===== src/hdl/iou_bms_pkg.sv =====
// Shared types, constants and helpers for the IoU best-match selector
package iou_bms_pkg;

    localparam int MAX_PIXELS     = 1048576;
    localparam int MAX_CANDIDATES = 64;

    localparam int PIX_W  = 8;
    localparam int CNT_W  = 21;
    localparam int IDX_W  = 6;
    localparam int PROD_W = 2 * CNT_W;

    localparam logic [PIX_W-1:0] FG_VALUE = PIX_W'(255);

    localparam int CNT_FIELD_MAX = (2 ** CNT_W) - 1;
    localparam int CNT_CAP_INT   = (MAX_PIXELS < CNT_FIELD_MAX) ? MAX_PIXELS : CNT_FIELD_MAX;
    localparam int IDX_FIELD_MAX = (2 ** IDX_W) - 1;
    localparam int IDX_CAP_INT   = ((MAX_CANDIDATES - 1) < IDX_FIELD_MAX) ?
                                   (MAX_CANDIDATES - 1) : IDX_FIELD_MAX;

    typedef logic [CNT_W-1:0] t_count;
    typedef logic [IDX_W-1:0] t_idx;

    localparam t_count COUNT_CAP = CNT_W'(CNT_CAP_INT);
    localparam t_idx   IDX_CAP   = IDX_W'(IDX_CAP_INT);

    // one finished candidate, handed from the counter to the selector
    typedef struct packed {
        logic   valid;
        logic   last;
        t_idx   idx;
        t_count inter;
        t_count uni;
    } t_cand_done;

    function automatic t_count sat_inc(input t_count v);
        return (v < COUNT_CAP) ? v + t_count'(1) : v;
    endfunction

endpackage


===== src/hdl/iou_bms_accum.sv =====
// Input register and per-candidate intersection/union counters
module iou_bms_accum (
    input  logic                            i_clk,
    input  logic                            i_rst_n,
    input  logic                            i_en,
    input  logic                            i_valid,
    input  logic [iou_bms_pkg::PIX_W-1:0]   i_query_pixel,
    input  logic [iou_bms_pkg::PIX_W-1:0]   i_candidate_pixel,
    input  logic                            i_end_of_image,
    input  logic                            i_end_of_candidates,
    output iou_bms_pkg::t_cand_done         o_done
);
    import iou_bms_pkg::*;

    logic       r_s1_valid;
    logic       r_s1_inter_hit;
    logic       r_s1_union_hit;
    logic       r_s1_eoi;
    logic       r_s1_eoc;

    t_count     r_inter;
    t_count     r_union;
    t_idx       r_idx;
    t_cand_done r_done;

    t_count     n_inter;
    t_count     n_union;

    logic       w_q_fg;
    logic       w_c_fg;

    assign w_q_fg = (i_query_pixel == FG_VALUE);
    assign w_c_fg = (i_candidate_pixel == FG_VALUE);

    always_comb begin
        n_inter = r_s1_inter_hit ? sat_inc(r_inter) : r_inter;
        n_union = r_s1_union_hit ? sat_inc(r_union) : r_union;
    end

    always_ff @(posedge i_clk) begin
        if (!i_rst_n) begin
            r_s1_valid   <= 1'b0;
            r_inter      <= '0;
            r_union      <= '0;
            r_idx        <= '0;
            r_done.valid <= 1'b0;
        end else if (i_en) begin
            r_s1_valid     <= i_valid;
            r_s1_inter_hit <= w_q_fg && w_c_fg;
            r_s1_union_hit <= w_q_fg || w_c_fg;
            r_s1_eoi       <= i_end_of_image;
            // end of candidates only counts together with end of image
            r_s1_eoc       <= i_end_of_image && i_end_of_candidates;

            r_done.valid <= r_s1_valid && r_s1_eoi;
            r_done.last  <= r_s1_eoc;
            r_done.idx   <= r_idx;
            r_done.inter <= n_inter;
            r_done.uni   <= n_union;

            if (r_s1_valid) begin
                if (r_s1_eoi) begin
                    r_inter <= '0;
                    r_union <= '0;
                    if (r_s1_eoc) begin
                        r_idx <= '0;
                    end else if (r_idx < IDX_CAP) begin
                        r_idx <= r_idx + t_idx'(1);
                    end
                end else begin
                    r_inter <= n_inter;
                    r_union <= n_union;
                end
            end
        end
    end

    assign o_done = r_done;

endmodule


===== src/hdl/iou_bms_select.sv =====
// Score compare by cross-multiplication, best-candidate tracking, result register
module iou_bms_select (
    input  logic                            i_clk,
    input  logic                            i_rst_n,
    input  logic                            i_en,
    input  iou_bms_pkg::t_cand_done         i_done,
    output logic                            o_valid,
    output logic [iou_bms_pkg::IDX_W-1:0]   o_best_candidate,
    output logic [iou_bms_pkg::CNT_W-1:0]   o_best_intersection,
    output logic [iou_bms_pkg::CNT_W-1:0]   o_best_union
);
    import iou_bms_pkg::*;

    logic               r_have_best;
    t_count             r_best_inter;
    t_count             r_best_uni;
    t_idx               r_best_idx;

    logic               r_out_valid;
    t_idx               r_out_idx;
    t_count             r_out_inter;
    t_count             r_out_uni;

    t_count             w_den_new;
    t_count             w_den_best;
    logic [PROD_W-1:0]  w_prod_new;
    logic [PROD_W-1:0]  w_prod_best;
    logic               w_win;

    // a zero union scores as 0/1
    assign w_den_new  = (i_done.uni == '0) ? t_count'(1) : i_done.uni;
    assign w_den_best = (r_best_uni == '0) ? t_count'(1) : r_best_uni;

    assign w_prod_new  = PROD_W'(i_done.inter) * PROD_W'(w_den_best);
    assign w_prod_best = PROD_W'(r_best_inter) * PROD_W'(w_den_new);

    assign w_win = !r_have_best || (w_prod_new > w_prod_best);

    always_ff @(posedge i_clk) begin
        if (!i_rst_n) begin
            r_have_best  <= 1'b0;
            r_best_inter <= '0;
            r_best_uni   <= '0;
            r_best_idx   <= '0;
            r_out_valid  <= 1'b0;
        end else if (i_en) begin
            r_out_valid <= i_done.valid && i_done.last;
            if (i_done.valid) begin
                if (i_done.last) begin
                    r_out_idx    <= w_win ? i_done.idx   : r_best_idx;
                    r_out_inter  <= w_win ? i_done.inter : r_best_inter;
                    r_out_uni    <= w_win ? i_done.uni   : r_best_uni;
                    r_have_best  <= 1'b0;
                    r_best_inter <= '0;
                    r_best_uni   <= '0;
                    r_best_idx   <= '0;
                end else if (w_win) begin
                    r_have_best  <= 1'b1;
                    r_best_inter <= i_done.inter;
                    r_best_uni   <= i_done.uni;
                    r_best_idx   <= i_done.idx;
                end
            end
        end
    end

    assign o_valid             = r_out_valid;
    assign o_best_candidate    = r_out_idx;
    assign o_best_intersection = r_out_inter;
    assign o_best_union        = r_out_uni;

endmodule


===== src/hdl/iou_best_match_selector_top.sv =====
// Three register stages (input register, per-candidate done register, result register);
// o_valid rises once the final pixel of the final candidate has passed through them.
// Throughput: one pixel pair per cycle; the pipeline holds only while a result is
// waiting in the output register and i_stall is high.
// Per cycle the last stage does one 21x21 cross-multiply pair and a 42-bit compare.
// Reset is synchronous, active low, and clears the running counts, the best match and o_valid.
module iou_best_match_selector_top (
    input  logic                            i_clk,
    input  logic                            i_rst_n,
    input  logic                            i_valid,
    output logic                            o_stall,
    input  logic [iou_bms_pkg::PIX_W-1:0]   i_query_pixel,
    input  logic [iou_bms_pkg::PIX_W-1:0]   i_candidate_pixel,
    input  logic                            i_end_of_image,
    input  logic                            i_end_of_candidates,
    output logic                            o_valid,
    input  logic                            i_stall,
    output logic [iou_bms_pkg::IDX_W-1:0]   o_best_candidate,
    output logic [iou_bms_pkg::CNT_W-1:0]   o_best_intersection,
    output logic [iou_bms_pkg::CNT_W-1:0]   o_best_union
);
    import iou_bms_pkg::*;

    logic       w_en;
    t_cand_done w_done;

    // whole pipeline advances unless a finished result is being held
    assign w_en    = !(o_valid && i_stall);
    assign o_stall = !w_en;

    iou_bms_accum u_accum (
        .i_clk               (i_clk),
        .i_rst_n             (i_rst_n),
        .i_en                (w_en),
        .i_valid             (i_valid),
        .i_query_pixel       (i_query_pixel),
        .i_candidate_pixel   (i_candidate_pixel),
        .i_end_of_image      (i_end_of_image),
        .i_end_of_candidates (i_end_of_candidates),
        .o_done              (w_done)
    );

    iou_bms_select u_select (
        .i_clk               (i_clk),
        .i_rst_n             (i_rst_n),
        .i_en                (w_en),
        .i_done              (w_done),
        .o_valid             (o_valid),
        .o_best_candidate    (o_best_candidate),
        .o_best_intersection (o_best_intersection),
        .o_best_union        (o_best_union)
    );

endmodule


===== config.mk =====
export PLATFORM = sky130hd
export DESIGN_NAME = iou_best_match_selector_top
export DESIGN_NICKNAME = d
export VERILOG_FILES = /design/src/hdl/iou_bms_pkg.sv /design/src/hdl/iou_bms_accum.sv /design/src/hdl/iou_bms_select.sv /design/src/hdl/iou_best_match_selector_top.sv
export SDC_FILE = /design/constraint.sdc
export NUM_CORES = 2
export LEC_CHECK = 0
export ABC_AREA = 1
export BUFFER_PORTS_ARGS = -buffer_cell sky130_fd_sc_hd__buf_2
export CORE_MARGIN = 4
export CORE_UTILIZATION = 45
export DETAILED_ROUTE_END_ITERATION = 10
export SYNTH_ARGS = -nofsm -noshare
export SYNTH_HDL_FRONTEND = slang
export SYNTH_SLANG_ARGS = --single-unit

===== constraint.sdc =====
create_clock -name i_clk -period 17.6 [get_ports i_clk]
set_input_delay 0 -clock i_clk [delete_from_list [all_inputs] [get_ports i_clk]]
set_output_delay 0 -clock i_clk [all_outputs]
set_load 0.01 [all_outputs]

==> metrics.md <==
| Metric | Value |
|---|---|
| Layout Cells excl Fill | `6,470` |
| Compound-Gate Fraction of Synth Area | `4.68%` |
| Wire length on met2 | `51.4 mm` |
| Most used cell, CP | `inv_1` |
| Max Cap Viol | `0` |
| Synth Warn # | `0` |
| Diodes inserted | `0` |
| Die Span Y | `309 um` |
| Critical path endpoint category | `flip-flop` |
| Root Driver | `clkbuf_16` |
| TritonCTS clock tree | `built` |
| TritonCTS Sinks | `201` |
| LEAKAGE | `25.4 nW` |
| DRT iter0 DRCs | `2,617` |
| Setup TNS | `0 ns` |
| Critical-path top delay cell | `nand2_2` |
| Wirelength per Cell | `17.8 um` |
| #FFs+latches synth | `201` |
| Initial antenna violation count | `2` |
| Number of global-route vias before repair | `33,300` |
| Hpwl dp | `89.8 mm` |
| Post-route total power | `1.29 mW` |
| Xor and xnor area share after synthesis | `2.45%` |
| Adder-cell share of the synthesized area | `46.0%` |
| Clk_skew | `0.0208 ns` |
| Die width | `309 um` |
| Vias | `32,400` |
| Total routed wirelength | `115 mm` |
| Sequential area share after synthesis | `12.4%` |
| Starting Density | `45.3%` |
| Simple-gate share of the synthesized area | `18.1%` |
| Hold Path Class | `in -> reg` |
| CTS buffer count | `21` |
| Post-synth ARST share | `0%` |
| Ports | `72` |
| Outcome | `complete, no violations` |
| PortBufs | `71` |
| Top sig layer | `met5` |
| Routed length on met1 | `52.5 mm` |
| Fraction of layout cells with a size suffix above 1 | `4.21%` |
| Dpl cells | `6,420` |
| Critical Path RT | `17.87 ns` |
| Largest family of logic cells by synthesized area | `adder cells` |
| CTS Buffer Depth | `3` |
| Worst-Margin Slew | `1.25 ns` |
| Multiplexer area fraction after synthesis | `0%` |
| Core Region | `89,900 um2` |
| First-pass GRT wire length | `186 mm` |
| Count of cell types in the netlist | `49` |
| Via/cell ratio | `5.00` |
| Worst VDD drop | `0.0000637 V` |
| Num rows | `110` |
| Post-CTS sizing | `0` |
| Synth-to-Final Area Change | `6.11%` |
| CP startpoint kind | `flip-flop` |
| Critical path class | `reg -> reg` |
| Antenna-violating nets left | `0` |
| Insertion delay to the later sink of the worst-skew pair | `0.53 ns` |
| Final setup fails | `0` |
| Arrival @ worst endpoint | `10.64 ns` |
| NumNets Final | `6,367` |
| Critical path's largest stage delay | `0.62 ns` |
| Crit Path Max Fanout | `49` |
| RSZ-0062 raised after global routing | `no` |
| Overall routing resource usage | `24.8%` |
| Synthesized cell area | `40,700 um2` |
| Number of synthesized flops with an enable pin | `101` |
| Number of cells on the worst reg-to-reg path | `40` |
| Fin crit period | `10.37 ns` |
| DRC violations left | `0` |
| Pre-antenna DRT Iters | `6` |
| Final hold violations | `0` |
| Period utilization | `58.9%` |
| Syn Area/Cell | `7.68 um2` |
| Pwr dens | `29.9 nW/um2` |
| Max Clock Freq | `96.5 MHz` |
| Hold Path Depth | `2` |
| Syn Nets | `6,385` |
| Top FF cell, synth | `edfxtp_1` |
| Area of the die | `95,300 um2` |
| H-tree depth | `1` |
| Syn Inst Count | `5,298` |
| Largest net degree at the start of global routing | `77` |
| Overflow after GRT | `0` |
| Worst rel slew slack | `16.7%` |
| Fin. max-slew vios | `0` |
| Metal3 WL | `8.25 mm` |
| Most common library cell in the layout ignoring fill and taps | `inv_1` |
| GPL Wtd Cong | `0.965` |
| Most frequent cells in the layout | `inv_1 (1,561), nand2_1 (1,316), fa_1 (716)` |
| Reg clk slew, reported paths | `0.07 ns` |
==> critical path: cells and delay by family (launching register included) <==
| family | cells | cell delay, ns |
|---|---|---|
| simple gates | 16 | 2.64 |
| buf+inv | 10 | 1.89 |
| flops | 1 | 0.33 |
| compound gates | 5 | 1.10 |
| xor+xnor | 1 | 0.31 |
| fa+ha+maj | 8 | 3.71 |
==> routing by layer <==
layer / vias to the layer above / track usage, %
li1: 15300 / -
met1: 15800 / 36.3
met2: 1085 / 39.8
met3: 146 / 3.27
met4: 2 / 5.17
met5: - / 0
==> power breakdown <==
group          total (mW)  internal (mW)  switching (mW)
sequential          0.505          0.500         0.00538
clock               0.464          0.265           0.198
combinational       0.321         0.0955           0.225
total                1.29          0.860           0.429
==> synth_stat cells, types with 4 or more instances <==
cell / count / area [um2]
nand2_1: 1317 / 4940
a21oi_1: 194 / 971
buf_1: 8 / 30.0
nand4_1: 28 / 175
inv_1: 1562 / 5860
a21o_1: 8 / 60.1
ha_1: 349 / 4370
or2_2: 4 / 25.0
nor4_1: 14 / 87.6
xor2_1: 65 / 569
nand2_2: 6 / 37.5
o21bai_1: 20 / 150
nor2_2: 4 / 25.0
and2_1: 48 / 300
a211oi_1: 4 / 30.0
xnor2_1: 47 / 412
dfxtp_1: 100 / 2000
nor2_1: 191 / 717
nor3_1: 23 / 115
edfxtp_1: 101 / 3030
buf_2: 5 / 25.0
clkbuf_1: 191 / 717
o21ai_1: 5 / 25.0
nand3_1: 151 / 756
fa_1: 716 / 14300
o21ai_0: 63 / 315
and3_1: 4 / 25.0
buf_6: 5 / 56.3
a21boi_0: 5 / 37.5
a31oi_1: 30 / 188
==> cells by family (layout without fill, tap and decap cells) <==
kind of cell / after synthesis / after routing
simple gates: 1803 / 1803
buf+inv: 1772 / 1768
flops: 201 / 201
fa+ha+maj: 1065 / 1065
xor+xnor: 113 / 113
compound gates: 344 / 344
==> sequential cells by signal, indices dropped and copies added, names as in the netlist, 6 cells and up <==
signal,count
u_accum.o_done,50
u_accum.r_idx,6
u_accum.r_inter,21
u_accum.r_union,21
u_select.o_best_candidate,6
u_select.o_best_intersection,21
u_select.o_best_union,21
u_select.r_best_idx,6
u_select.r_best_inter,21
u_select.r_best_uni,21
==> layout make-up <==
| cell class | count | area (um2) |
|---|---|---|
| flip-flops and latches | 201 | 5040 |
| inverters | 1562 | 5860 |
| clock inverters | 9 | 113 |
| well taps | 1176 | 1470 |
| repair buffers | 169 | 1120 |
| clock buffers | 28 | 583 |
| multi-input cells | 3325 | 29000 |
| fillers | 8978 | 46700 |
==> through the flow <==
stage	cell area, um2	util [%]	hold WS, ns	setup slack (ns)
5_1_grt	43200	48.0	0.207	6.42
3_3_place_gp	42300	47.1	0.192	7.51
2_1_floorplan	40700	-	0.0989	10.06
3_5_place_dp	42300	47.1	0.197	7.40
4_1_cts	43200	48.0	0.188	7.30
6_report	43200	48.0	0.208	7.23
==> worst paths after layout <==
check                         startpoint                               end  slack (ns)
setup / recovery       u_accum.o_done[4]  u_select.o_best_intersection[11]        7.23
hold reg to reg   u_select.r_best_idx[2]            u_select.r_best_idx[2]        0.47
setup reg to reg       u_accum.o_done[4]  u_select.o_best_intersection[11]        7.23
hold / removal            i_end_of_image                  u_accum.r_s1_eoi        0.21
==> what timing repair did <==
action / in CTS / in global routing
endpoints found under the hold margin: 15 / 0
setup buffers: 0 / 0
hold buffers: 13 / 0
Power figures use the tool's default switching activity.
